**src/nnk_pkg.sv**
```systemverilog
// Package for the nearest-neighbor top-k selection block.
// Holds field widths, command codes, sequencer states and defaults.
// No dependencies; every other file of the block imports it.
package nnk_pkg;

  localparam int ID_W = 31;
  localparam int DIST_W = 32;
  localparam int CFG_W = 5;
  localparam int DEFAULT_MAX_NEIGHBORS = 16;
  localparam int NEIGHBOR_COUNT_RESET = 16;

  // Command codes carried by one input transaction.
  typedef enum logic [1:0] {
    CMD_PRELOAD = 2'd0,
    CMD_OFFER   = 2'd1,
    CMD_EMIT    = 2'd2
  } cmd_t;

  // Sequencer states of the list controller.
  typedef enum logic [2:0] {
    ST_IDLE,
    ST_INS_READ,
    ST_INS_CMP,
    ST_CAND_CMP,
    ST_EMIT
  } state_t;

endpackage

```
**src/nearest_neighbor_top_k_select.sv**
```systemverilog
// Nearest-neighbor top-k selection. A start transaction is taken when busy
// is low. The user must write the neighbor count only while busy is low;
// the block does not enforce it. Preload and offer insert into a
// distance-sorted list held in a memory with one write port and one
// registered read port, shifting each farther entry up one slot with a
// read state and then a compare-and-write state. An offer into a full list
// first tests the farthest entry in a compare state, and an offer that
// loses that compare returns to idle after it. A preload into a full list,
// an emit of an empty list and the unused command leave busy low. An emit
// of n entries reads one entry per cycle and puts out n results on
// consecutive cycles, each in the cycle after its read and marked by
// result_valid for exactly one cycle; the receiver cannot stall them.
module nearest_neighbor_top_k_select
  import nnk_pkg::*;
#(
  parameter int MAX_NEIGHBORS = DEFAULT_MAX_NEIGHBORS
) (
  input  logic              clk,
  input  logic              rst,
  input  logic              start,
  output logic              busy,
  input  logic [1:0]        command,
  input  logic [ID_W-1:0]   entry_id,
  input  logic [DIST_W-1:0] entry_distance,
  input  logic              cfg_we,
  input  logic [CFG_W-1:0]  cfg_data,
  output logic              result_valid,
  output logic [ID_W-1:0]   neighbor_id,
  output logic [DIST_W-1:0] neighbor_distance,
  output logic              last_of_run
);

  localparam int CW = $clog2(MAX_NEIGHBORS + 1);
  localparam int AW = (MAX_NEIGHBORS > 1) ? $clog2(MAX_NEIGHBORS) : 1;
  localparam int CAP_RESET = (NEIGHBOR_COUNT_RESET > MAX_NEIGHBORS) ?
                             MAX_NEIGHBORS : NEIGHBOR_COUNT_RESET;

  logic [CW-1:0]     cap, cfg_cap;
  logic [CW-1:0]     filled_count;
  logic              mem_we;
  logic [AW-1:0]     mem_waddr, mem_raddr;
  logic [ID_W-1:0]   mem_wid;
  logic [DIST_W-1:0] mem_wdist;

  // Clamp the written neighbor count to 1..MAX_NEIGHBORS.
  always_comb begin
    if (cfg_data == '0) begin
      cfg_cap = CW'(1);
    end else if (int'(cfg_data) > MAX_NEIGHBORS) begin
      cfg_cap = CW'(MAX_NEIGHBORS);
    end else begin
      cfg_cap = CW'(int'(cfg_data));
    end
  end

  // Capacity register.
  always_ff @(posedge clk) begin
    if (rst) begin
      cap <= CW'(CAP_RESET);
    end else if (cfg_we) begin
      cap <= cfg_cap;
    end
  end

  nnk_ctrl #(
    .CW(CW),
    .AW(AW)
  ) u_ctrl (
    .clk(clk),
    .rst(rst),
    .start(start),
    .command(command),
    .entry_id(entry_id),
    .entry_distance(entry_distance),
    .cap(cap),
    .cfg_we(cfg_we),
    .cfg_cap(cfg_cap),
    .busy(busy),
    .filled_count(filled_count),
    .result_valid(result_valid),
    .result_last(last_of_run),
    .mem_we(mem_we),
    .mem_waddr(mem_waddr),
    .mem_wid(mem_wid),
    .mem_wdist(mem_wdist),
    .mem_raddr(mem_raddr),
    .mem_rid(neighbor_id),
    .mem_rdist(neighbor_distance)
  );

  nnk_mem #(
    .DEPTH(MAX_NEIGHBORS),
    .AW(AW)
  ) u_mem (
    .clk(clk),
    .we(mem_we),
    .waddr(mem_waddr),
    .wid(mem_wid),
    .wdist(mem_wdist),
    .raddr(mem_raddr),
    .rid(neighbor_id),
    .rdist(neighbor_distance)
  );

`ifndef ASSERT_OFF
  // The list never holds more entries than the current capacity.
  a_fill_within_cap: assert property (@(posedge clk) disable iff (rst)
    filled_count <= cap)
    else $error("fill count exceeds capacity");

  // Results only follow an emit in progress.
  a_result_after_busy: assert property (@(posedge clk) disable iff (rst)
    result_valid |-> $past(busy))
    else $error("result strobe without an emit in progress");

  // The final result of a run leaves the list empty.
  a_last_clears: assert property (@(posedge clk) disable iff (rst)
    (result_valid && last_of_run) |-> (filled_count == '0))
    else $error("list not cleared after the final result");

  // An accepted emit of a non-empty list keeps the block busy next cycle.
  a_emit_busy: assert property (@(posedge clk) disable iff (rst)
    (start && !busy && (command == CMD_EMIT) && (filled_count != '0)) |=> busy)
    else $error("emit accepted but block not busy");
`endif

endmodule

```
**src/nnk_mem.sv**
```systemverilog
// Entry memory of the nearest-neighbor list: one id and one distance per slot.
// One write port and one read port with registered read data.
// Depends on nnk_pkg for the field widths.
module nnk_mem
  import nnk_pkg::*;
#(
  parameter int DEPTH = DEFAULT_MAX_NEIGHBORS,
  parameter int AW = 4
) (
  input  logic              clk,
  input  logic              we,
  input  logic [AW-1:0]     waddr,
  input  logic [ID_W-1:0]   wid,
  input  logic [DIST_W-1:0] wdist,
  input  logic [AW-1:0]     raddr,
  output logic [ID_W-1:0]   rid,
  output logic [DIST_W-1:0] rdist
);

  logic [ID_W-1:0]   ids   [DEPTH];
  logic [DIST_W-1:0] dists [DEPTH];

  // Write port.
  always_ff @(posedge clk) begin
    if (we) begin
      ids[waddr]   <= wid;
      dists[waddr] <= wdist;
    end
  end

  // Registered read port.
  always_ff @(posedge clk) begin
    rid   <= ids[raddr];
    rdist <= dists[raddr];
  end

endmodule

```
**src/nnk_ctrl.sv**
```systemverilog
// Sequencer of the nearest-neighbor list: insertion by shifting, candidate
// test against the farthest entry, and the emit sweep. Uses one distance comparator.
// Depends on nnk_pkg; drives the nnk_mem ports.
module nnk_ctrl
  import nnk_pkg::*;
#(
  parameter int CW = 5,
  parameter int AW = 4
) (
  input  logic              clk,
  input  logic              rst,
  input  logic              start,
  input  logic [1:0]        command,
  input  logic [ID_W-1:0]   entry_id,
  input  logic [DIST_W-1:0] entry_distance,
  input  logic [CW-1:0]     cap,
  input  logic              cfg_we,
  input  logic [CW-1:0]     cfg_cap,
  output logic              busy,
  output logic [CW-1:0]     filled_count,
  output logic              result_valid,
  output logic              result_last,
  output logic              mem_we,
  output logic [AW-1:0]     mem_waddr,
  output logic [ID_W-1:0]   mem_wid,
  output logic [DIST_W-1:0] mem_wdist,
  output logic [AW-1:0]     mem_raddr,
  input  logic [ID_W-1:0]   mem_rid,
  input  logic [DIST_W-1:0] mem_rdist
);

  state_t            state, state_next;
  logic [CW-1:0]     filled, filled_next;
  logic [CW-1:0]     pos, pos_next;
  logic [ID_W-1:0]   cur_id;
  logic [DIST_W-1:0] cur_dist;
  logic              res_valid_next, res_last_next;
  logic              accept;
  logic              rd_greater;
  logic [CW-1:0]     last_idx;

  assign accept       = start && (state == ST_IDLE);
  assign busy         = (state != ST_IDLE);
  assign filled_count = filled;
  assign last_idx     = filled - CW'(1);

  // The one shared comparator: stored distance against the held distance.
  assign rd_greater = (mem_rdist > cur_dist);

  // Control registers.
  always_ff @(posedge clk) begin
    if (rst) begin
      state        <= ST_IDLE;
      filled       <= '0;
      pos          <= '0;
      result_valid <= 1'b0;
      result_last  <= 1'b0;
    end else begin
      state        <= state_next;
      pos          <= pos_next;
      result_valid <= res_valid_next;
      result_last  <= res_last_next;
      if (cfg_we && (filled > cfg_cap)) begin
        filled <= cfg_cap;
      end else begin
        filled <= filled_next;
      end
    end
  end

  // Payload of the transaction being worked on.
  always_ff @(posedge clk) begin
    if (accept) begin
      cur_id   <= entry_id;
      cur_dist <= entry_distance;
    end
  end

  // Next state, memory control and result strobe.
  always_comb begin
    state_next     = state;
    filled_next    = filled;
    pos_next       = pos;
    res_valid_next = 1'b0;
    res_last_next  = 1'b0;
    mem_we         = 1'b0;
    mem_waddr      = pos[AW-1:0];
    mem_wid        = cur_id;
    mem_wdist      = cur_dist;
    mem_raddr      = last_idx[AW-1:0];
    case (state)
      ST_IDLE: begin
        if (start) begin
          case (command)
            CMD_PRELOAD: begin
              if (filled < cap) begin
                pos_next   = filled;
                state_next = ST_INS_READ;
              end
            end
            CMD_OFFER: begin
              if (filled < cap) begin
                pos_next   = filled;
                state_next = ST_INS_READ;
              end else begin
                // Farthest entry is read now and tested next cycle.
                state_next = ST_CAND_CMP;
              end
            end
            CMD_EMIT: begin
              if (filled != '0) begin
                pos_next   = '0;
                state_next = ST_EMIT;
              end
            end
            default: begin
              state_next = ST_IDLE;
            end
          endcase
        end
      end
      ST_CAND_CMP: begin
        // Replace the farthest entry only if strictly closer.
        if (rd_greater) begin
          filled_next = last_idx;
          pos_next    = last_idx;
          state_next  = ST_INS_READ;
        end else begin
          state_next = ST_IDLE;
        end
      end
      ST_INS_READ: begin
        if (pos == '0) begin
          mem_we      = 1'b1;
          filled_next = filled + CW'(1);
          state_next  = ST_IDLE;
        end else begin
          mem_raddr  = pos[AW-1:0] - AW'(1);
          state_next = ST_INS_CMP;
        end
      end
      ST_INS_CMP: begin
        // A farther neighbor below moves up one slot; otherwise place here.
        mem_we = 1'b1;
        if (rd_greater) begin
          mem_wid    = mem_rid;
          mem_wdist  = mem_rdist;
          pos_next   = pos - CW'(1);
          state_next = ST_INS_READ;
        end else begin
          filled_next = filled + CW'(1);
          state_next  = ST_IDLE;
        end
      end
      ST_EMIT: begin
        // One read per cycle; the data shows on the result ports next cycle.
        mem_raddr      = pos[AW-1:0];
        res_valid_next = 1'b1;
        if (pos == last_idx) begin
          res_last_next = 1'b1;
          filled_next   = '0;
          state_next    = ST_IDLE;
        end else begin
          pos_next = pos + CW'(1);
        end
      end
      default: begin
        state_next = ST_IDLE;
      end
    endcase
  end

endmodule
```
**config.mk**
```make
export PLATFORM = sky130hd
export DESIGN_NAME = nearest_neighbor_top_k_select
export DESIGN_NICKNAME = d
export VERILOG_FILES = /design/src/nnk_pkg.sv /design/src/nearest_neighbor_top_k_select.sv /design/src/nnk_mem.sv /design/src/nnk_ctrl.sv
export SDC_FILE = /design/constraint.sdc
export NUM_CORES = 1
export LEC_CHECK = 0
export BUFFER_PORTS_ARGS = -buffer_cell sky130_fd_sc_hd__buf_2
export CAP_MARGIN = 20
export CORE_MARGIN = 2
export CORE_UTILIZATION = 60
export CTS_CLUSTER_SIZE = 40
export DETAILED_ROUTE_END_ITERATION = 10
export GPL_TIMING_DRIVEN = 0
export PLACE_DENSITY_LB_ADDON = 0.15
export SLEW_MARGIN = 20
export SYNTH_ARGS = -nofsm -noshare
export SYNTH_HDL_FRONTEND = slang
export SYNTH_SLANG_ARGS = --single-unit
```
**constraint.sdc**
```tcl
create_clock -name clk -period 9.45 [get_ports clk]
set_clock_uncertainty 0.15 [all_clocks]
set_input_delay 0.4725 -clock clk [delete_from_list [all_inputs] [get_ports clk]]
set_output_delay 0.4725 -clock clk [all_outputs]
set_load 0.05 [all_outputs]
```
# == Word level (Yosys, flattened, before mapping) ==
# Memory sizes are Yosys's and may differ from the RTL's. A register that Yosys moved wholly into a read port is not among the register bits.
# Index checks and enable logic that the tools add are counted.
# Widths: inputs -> output; s select.
# classes
magnitude_cmp,4
n_bitwise,1
n_addsub,5
reduce_logical,16
mux,36
n_eq_ne,20
# ops
op,count
$mux 32,2
$mux 31,2
$mux 5,12
$pmux 5 s4,2
$gt 32x32->1,1
$ne 3x3->1 const B,5
$mux 3,4
$pmux 3 s4,1
$add 5x1->5 const B,2
$logic_not 5->1,2
$pmux 5 s2,1
$reduce_bool 5->1,2
$sub 5x1->5 const B,2
$ne 3x1->1 const B,3
$pmux 3 s3,1
$pmux 4 s2,1
$reduce_and 8->1,1
$eq 3x2->1 const B,2
$mux 1,6
$ne 2x1->1 const B,3
$reduce_or 2->1,3
$eq 5x5->1,1
$gt 5x5->1,1
$gt 5x5->1 const B,1
other kinds (18),21
# word_totals
memories,2
out_inout_bits,66
reg_bits,83
mem_bits_rw,1008
in_bits,74
wordCells,92
# memory_table
memory,depth,word_bits,rd,rd_ports_with_merged_regs,wr,line_no,text
u_mem.dists,16,32,1,1,1,nnk_mem.sv:21,logic [DIST_W-1:0] dists [DEPTH];
u_mem.ids,16,31,1,1,1,nnk_mem.sv:20,logic [ID_W-1:0] ids [DEPTH];

# == Longest topological paths before layout ==
# Gate-level depths: netlist (run 1).
# logic_depth
ltp_word,7
mapped_depth,16
depth_no_buf,11

# == Hierarchy ==
# Synthesis (run 1) repeated with hierarchy kept, for this count alone.
# hier_totals
hier_cells,2132
hier_area_um2,44481.4
# by_module_without_submodules
module,n_inst,area_each_um2,cells_each,seq_area_each_um2
nnk_mem,1,38989.9,1622,31530.2
nnk_ctrl,1,5255.0,485,2192.1
nearest_neighbor_top_k_select,1,236.5,25,100.1

# == Worst setup path after synthesis (run 1) ==
# Ideal clock, no wire load.
# synth_timing
path_kind,flip-flop to flip-flop
from,register u_ctrl.pos[0]
to,"memory u_mem.dists[3][0], enable pin"
path_buffers,1
setup_time_ns,0.561
slack_ns,2.766
path_stages_with_launch,9
t_required_ns,8.739
arrival_time_ns,5.973
period_less_slack_ns,6.684
cell_sequence,dfxtp_1 clkbuf_1 inv_1 ha_1 nor4b_1 a21oi_1 nor2_1 nand2_1 nor3_1
# synth_between
elab_chain_cells,5
# synth_rtl
element,line_no,text
from (decl),nnk_ctrl.sv:34,"logic [CW-1:0] pos, pos_next;"
from (signal assigned),nnk_ctrl.sv:60,pos <= pos_next;
$logic_not 5->1,nnk_ctrl.sv:133,if (pos == '0) begin
$mux 1,nnk_ctrl.sv:133,
$pmux 1 s2,nnk_ctrl.sv:91,case (state)
$mux 1,nnk_mem.sv:25,if (we) begin
$mux 1 (implied by the code),nnk_mem.sv:27,dists[waddr] <= wdist;
to (decl),nnk_mem.sv:21,
# Several ways; a longest one is shown, not always the timed one.

# == Worst setup path after layout (run 1) ==
# layout_timing
from,register u_ctrl.pos[0]
to,"register u_mem.rdist[10], read port of u_mem.dists"
# layout_between
elab_chain_cells,3
word_cells_on_any_way,4
cone_classes,add/sub: 1; mux: 2; reduce/logical: 1
# layout_rtl
element,line_no,text
$sub 4x1->4 / $logic_not 5->1 (equally long branches),"nnk_ctrl.sv:138, nnk_ctrl.sv:133",
$mux 4,nnk_ctrl.sv:133,
$pmux 4 s2 (*),nnk_ctrl.sv:91,
to (decl),nnk_mem.sv:17,output logic [DIST_W-1:0] rdist
# Every way passes the cells marked *; elsewhere a longest branch is shown, timed or not.
# A chain may end at the register's enable or synchronous reset.

==> results.md, run 1 <==
- # port buffers: between 100 and 150
- Reg2Reg Setup Slack: 4410 ps
- Main synth FF type: edfxtp_1
- Final setup vio count: 0
- Post-Syn Area: between 40000 and 50000 um^2
- Leakage: between 0.015 and 0.02 uW
- CP Capture Type: register
- ANT nets after route: 0
- Setup CP Type: register to register
- Fin Setup TNS: 0 ps
- Final WS setup: 4410 ps
- Placement Cell Area: 48500 um^2
- Hold Crit Depth: 3
- Adder-cell share of the synthesized area: 0.0157
- Initial Util: 0.606
- Worst Hold Path EP: u_ctrl.state[1]
- Max Cap Viol: 0
- GRT Total Usage: 0.293
- Post-synth EDFFs: 1071
- Final Wtd Congestion: 0.869
- Total number of vias: around 27000
- Synth Area in XOR/XNOR: 0.00360
- Synth area leaders: edfxtp_1 (71%), mux4_2 (6.3%), dfxtp_1 (3.7%)
- Count leader, synth: edfxtp_1
- CP Launch Type: register
- Status: finished clean
- Worst VDD drop: approximately 0.29 mV
- # clock sinks: between 1000 and 1500
- Post-synth top cells: edfxtp_1 (1071), nand2_1 (406), a31oi_1 (128), mux4_2 (126), clkbuf_1 (85)
- Cell variety after synth: 62
- Fraction of layout cells with a size suffix above 1: 0.211
- Root buffer cell: clkbuf_16
- First-pass GRT wire length: 166000 um
- Clk slew on worst S/H paths: about 60 ps
- Slew Viols, Final: 0
- Initial antenna violation count: 1
- Largest net degree at the start of global routing: 40
- Synth Area in Compound Gates: 0.0684
- Core area: roughly 74000 um^2
- Yosys top cell area share: 0.713
- Mapped Avg Cell Area: roughly 17 um^2
- RR Endpoint: u_mem.rdist[10]
- Most area-hungry cell type in the Yosys netlist: edfxtp_1
- HPWL after DPL: ~74000 um
- Design Area, Final: 53000 um^2
- Vias per inst: around 6.4
- Die Area: ~77000 um^2
- Hold slack: 64.4 ps
- Sequential area share after synthesis: 0.749
- Die H: between 200 and 300 um
- Grt total ovfl: 0
- Wirelength per Cell: 27.2 um
- Pwr dens: roughly 350 nW/um^2
- CTS H-tree depth: 3
- Relative slew slack: 0.209
- DR pass1 iterations: 7
- Pre-CTS setup slack: 4580 ps
- Layout area overhead: 17.5%
- Overall power consumption: roughly 19000 uW
- Initial drt markers: around 3200
- Crit. Startpoint: u_ctrl.pos[0]
- Hold_sp: command[0]
- R2R cell count: 12
- Synthesized Nets: ~2800
- Arrival time worst endpoint: around 5500 ps
- Mux share of post-synthesis cell area: 0.0804
- Fmax: approximately 0.20 GHz
- Die width: between 200 and 300 um
- Slew @ Worst Pin: approximately 1200 ps
- Final worst-path cycle share: 0.534
- Post-synth ARST share: 0
- Final wirelength: 113000 um
- Number of global-route vias before repair: 26200
- Combinational family with the most area after synthesis: multiplexers
- TritonCTS clock tree: yes
- Final hold violation count: 0
- FILL cells: ~4500
- Synth warnings: 0
- IO Pins: between 100 and 150
- Final critical path time including I/O delays and setup: between 5000 and 6000 ps
- Simple-gate portion of the synthesized area: 0.0622
- Hold crit path type: input port to register
- CTS Buffer Depth: 3
- Crit path max fanout: 10
- RR Startpoint: u_ctrl.pos[0]
- RSZ-0062 raised after global routing: no
- Cell count after synthesis: between 2000 and 3000
- Core Rows: 100
- Final #Nets: 3217
- CP required: ~10000 ps
- Drc violations: 0
- Num CTS Buffers: around 110
- Worst-Skew Late Latency: 700 ps
- Yosys reg bits: between 1000 and 1500
## cells in the final DEF, fill, tap and decap left out, types with 63 or more instances in the layout
cell              n
a31oi_1         128
nand3_1          65
dlygate4sd3_1    64
clkbuf_16       115
buf_2           197
and3_1           65
a211oi_1         66
nand2_1         406
mux2_2           63
mux4_2          126
dfxtp_1          83
clkbuf_1        112
a22o_1           64
edfxtp_1       1071
## metal layers
| metal | wire, um | GRT usage | up-vias |
|---|---|---|---|
| met5 | 0 | 0 | - |
| met4 | 3940 | 0.0970 | 0 |
| met3 | 9560 | 0.0401 | 241 |
| met2 | 55400 | 0.482 | 1404 |
| met1 | 44200 | 0.410 | 13600 |
| li1 | - | - | 11400 |
## through the flow
stage,std cells,utilization
2_1_floorplan,2690,-
3_3_place_gp,3796,0.632
3_5_place_dp,3876,0.652
4_1_cts,4156,0.712
5_1_grt,4156,0.712
6_report,4159,0.712
## cell families (layout without fill, tap and decap cells)
family,count (synthesis),in the layout
simple gates,637,637
fa+ha+maj,56,56
other cells,0,3
xor+xnor,17,17
mux,197,197
buf+inv,210,707
compound gates,419,419
flops,1154,1154
## timing repair
| item | CTS | global route |
|---|---|---|
| setup buffers | 0 | 0 |
| hold buffers | 64 | 0 |
| resized for setup | 0 | 0 |
| endpoints found under the setup margin | 0 | 0 |
| endpoints found under the hold margin | 64 | 0 |
## how the worst max path moves through the flow
stage                               to  slack, ps
global placement      u_mem.ids[1][25]      -2900
global route           u_mem.rdist[10]       4320
CTS                 u_mem.dists[12][0]       4550
floorplan            u_mem.dists[3][0]       2770
detailed placement     u_mem.rdist[10]       4580
finish                 u_mem.rdist[10]       4410
## state kept, by name, indices dropped and copies added (netlist names)
signal and flops:
u_mem.dists 512, u_mem.ids 496, u_ctrl.cur_dist 32, u_mem.rdist 32, u_ctrl.cur_id 31, u_mem.rid 31, cap 5, u_ctrl.filled_count 5
u_ctrl.pos 5, u_ctrl.state 3, u_ctrl.result_last 1, u_ctrl.result_valid 1
## critical path, stage by stage (launching register included)
cell,delay (ps)
dfxtp_1,330
clkbuf_1,230
inv_1,260
ha_1,230
or4b_1,420
buf_2,170
a31oi_1,180
a2bb2oi_1,800
clkbuf_1,700
buf_2,570
mux4_2,400
a22o_1,250
a31o_1,230
## area by class of cell
cell class,count,area (um^2),area share
well taps,969,1210,0.0229
multi-input cells,1326,10500,0.198
clock buffers,155,3150,0.0594
flip-flops and latches,1154,33800,0.638
diodes,3,7.51,0.000142
inverters,51,191,0.00361
clock inverters,61,694,0.0131
repair buffers,281,2720,0.0513
plain buffers,159,726,0.0137
## power by group
group          switching, uW  internal [uW]  leakage (uW)  total [uW]
clock network           1900           2670       0.00187        4570
registers                210           6070        0.0104        6280
logic                   5040           2770       0.00598        7810
Note: power is estimated with default switching activity, not from simulation.
==> inputs of run 2 (changes only) <==
--- a/config.mk
+++ b/config.mk
@@ -8,7 +8,7 @@
 export BUFFER_PORTS_ARGS = -buffer_cell sky130_fd_sc_hd__buf_2
 export CAP_MARGIN = 20
 export CORE_MARGIN = 2
-export CORE_UTILIZATION = 60
+export CORE_UTILIZATION = 56
 export CTS_CLUSTER_SIZE = 40
 export DETAILED_ROUTE_END_ITERATION = 10
 export GPL_TIMING_DRIVEN = 0
==> constraint.sdc (replaced) <==
create_clock -name clk -period 4.5 [get_ports clk]
set_clock_uncertainty 0.15 [all_clocks]
set_input_delay 0.225 -clock clk [delete_from_list [all_inputs] [get_ports clk]]
set_output_delay 0.225 -clock clk [all_outputs]
set_load 0.05 [all_outputs]
==> run 2 against run 1 <==
Effect of this change:
- first-iteration DRC count is 6.5% lower
- routed wire length increased by 0.44%
- largest power group unchanged
- non-clock buffer count up 2
- setup slack got worse by 4300 ps
==> results.md, run 2 (synthesized netlist as in run 1, its figures left out) <==
- Status: finished clean
- Max reg flops: 512 (unchanged)
- Final worst-path cycle share: 0.971 (+0.437)
- Hold slack: 101 ps (+36.3 ps)
- Leakage: 0.0184 uW (+0.97%)
- Worst-Skew Late Latency: 680 ps (-20 ps)
- Vias per inst: 6.21 (-3.0%)
- Slew @ Worst Pin: 1100 ps (-80.3 ps)
- Post-CTS setup repair buffer count: 0 (unchanged)
- Arrival time worst endpoint: 4820 ps (-640 ps)
- Grt total ovfl: 0 (unchanged)
- RR Endpoint: u_mem.rdist[21]
- Final Wtd Congestion: 0.859 (-1.1%)
- Relative slew slack: 0.265 (+0.0565)
- Setup CP Type: register to register
- # port buffers: 137 (unchanged)
- Fmax: 0.229 GHz (+15%)
- Initial antenna violation count: 1 (unchanged)
- Hold Crit Depth: 2 (-1)
- Die Area: 82900 um^2 (+7.0%)
- FILL cells: 5358 (+19%)
- GRT Total Usage: 0.274 (-0.0187)
- Core Rows: 104 (+4.0%)
- Wirelength per Cell: 26.8 um (-1.5%)
- CP required: 4950 ps (-4910 ps)
- Drc violations: 0 (unchanged)
- First-pass GRT wire length: 167000 um (+0.24%)
- TritonCTS clock tree: yes
- HPWL after DPL: 74600 um (+0.46%)
- Routed metal-1 wirelength: 45700 um (+3.4%)
- Max Cap Viol: 0 (unchanged)
- RSZ-0062 raised after global routing: no
- Hold crit path type: input port to register
- Pwr dens: 747 nW/um^2 (+110%)
- Largest net degree at the start of global routing: 35 (-13%)
- Wire length on met2: 55300 um (about the same)
- Final wirelength: 114000 um (+0.44%)
- R2R cell count: 15 (+3)
- Final hold violation count: 0 (unchanged)
- Final setup vio count: 0 (unchanged)
- CP endpoint: u_mem.rdist[21]
- Layout area overhead: 19.0%
- Slew Viols, Final: 0 (unchanged)
- Die width: 288 um (+3.5%)
- # clock sinks: 1154 (unchanged)
- RR Startpoint: u_ctrl.pos[0]
- Overall power consumption: 40100 uW (+120%)
- Most flops, register: u_mem.dists
- Fraction of layout cells with a size suffix above 1: 0.217 (+0.00599)
- Core area: 80200 um^2 (+7.7%)
- ANT nets after route: 0 (unchanged)
- Biggest regs: u_mem.dists (512), u_mem.ids (496)
- Ant diodes: 0 (-3)
- IO Pins: 140 (unchanged)
- DR pass1 iterations: 5 (-2)
- CTS H-tree depth: 3 (unchanged)
- Crit path max fanout: 10 (unchanged)
- Final #Nets: 3216 (-0.031%)
- Final critical path time including I/O delays and setup: 4370 ps (-676 ps)
- Initial drt markers: 3016 (-6.5%)
- CTS Buffer Depth: 3 (unchanged)
- Root buffer cell: clkbuf_16
- Most frequent cells in the layout: edfxtp_1 (1071), nand2_1 (405), buf_2 (196)
- Worst VDD drop: 0.506 mV (+76%)
- CP Launch Type: register
- CP Capture Type: register
- Max layer used: met5
- Total number of vias: 26300 (-1.0%)
- Met3 wire length: 9200 um (-3.8%)
- Num CTS Buffers: 111 (-2.6%)
- Number of global-route vias before repair: 26300 (+0.45%)
- Clk slew on worst S/H paths: 60 ps (about the same)
- Most common cell after layout, fill and taps aside: edfxtp_1
- Initial Util: 0.563 (-0.0432)
- Fin Setup TNS: 0 ps (unchanged)
- Reg2Reg Setup Slack: 130 ps (-4270 ps)
- Die H: 288 um (+3.5%)
- Crit. Startpoint: u_ctrl.pos[0]
## run 2: cell types whose count changed in the layout (fill, tap and decap cells not counted), moves of 11 or more
cell / delta
clkbuf_1: -23
clkbuf_2: +11
bufinv_16: +11
buf_4: -34
buf_16: -11
buf_8: +15
buf_12: +14
dlygate4sd3_1: +17
## run 2: how the worst min path moves through the flow
| stage | from | end | slack [ps] |
|---|---|---|---|
| 2_1_floorplan | entry_distance[0] | u_ctrl.cur_dist[0] | 170 |
| 3_3_place_gp | entry_id[30] | u_ctrl.cur_id[30] | 250 |
| 3_5_place_dp | entry_id[17] | u_ctrl.cur_id[17] | 250 |
| 4_1_cts | entry_id[28] | u_ctrl.cur_id[28] | 70 |
| 5_1_grt | entry_id[22] | u_ctrl.cur_id[22] | 90 |
| 6_report | entry_id[1] | u_ctrl.cur_id[1] | 100 |
## run 2: area by class of cell
type | count | area [um^2] | area share
Clock buffer | 145 | 3160 | 0.0589
Tap cell | 1060 | 1330 | 0.0247
Clock inverter | 64 | 993 | 0.0185
Timing Repair Buffer | 283 | 2850 | 0.0530
Sequential cell | 1154 | 33800 | 0.630
Multi-Input combinational cell | 1326 | 10600 | 0.197
Inverter | 51 | 191 | 0.00356
Buffer | 159 | 753 | 0.0140
## run 2: metrics by stage
step           cell area [um^2]   util  setup WS, ps  std cells
2_1_floorplan             45200      -          -495       2690
3_3_place_gp              47200  0.588         -4230       3887
3_5_place_dp              48600  0.607          -421       3952
4_1_cts                   53700  0.669          17.6       4242
5_1_grt                   53700  0.670          16.6       4242
6_report                  53700  0.670           131       4242
## run 2: critical path: stages, from the launching register on
cell      delay [ps]
dfxtp_1          330
clkbuf_2         210
inv_1            240
ha_1             250
or4b_1           440
buf_2            180
nand3_2           80
a21o_1           130
buf_6            210
and2_1           150
buf_2            330
buf_2            400
clkbuf_1         560
nand2_1          150
a31oi_1          270
a31o_1           220
## run 2: power by group
part           switching, uW  total (uW)  internal (uW)
Clock                   4060       10400           6310
Sequential               427       13200          12700
Combinational          10700       16600           5900
Total                  15200       40100          25000
## run 2: what timing repair did
| action | in CTS | in global routing |
|---|---|---|
| hold endpoints to repair | 75 | 0 |
| cloned | 0 | 0 |
| resized for setup | 14 | 14 |
| setup endpoints to repair | 537 | 276 |
| hold buffers | 81 | 0 |
## run 2: per-layer routing
| layer | global-route usage | up-vias |
|---|---|---|
| met3 | 0.0387 | 182 |
| met1 | 0.385 | 13500 |
| met4 | 0.0907 | 2 |
| met2 | 0.447 | 1247 |
| met5 | 0 | - |
| li1 | - | 11400 |
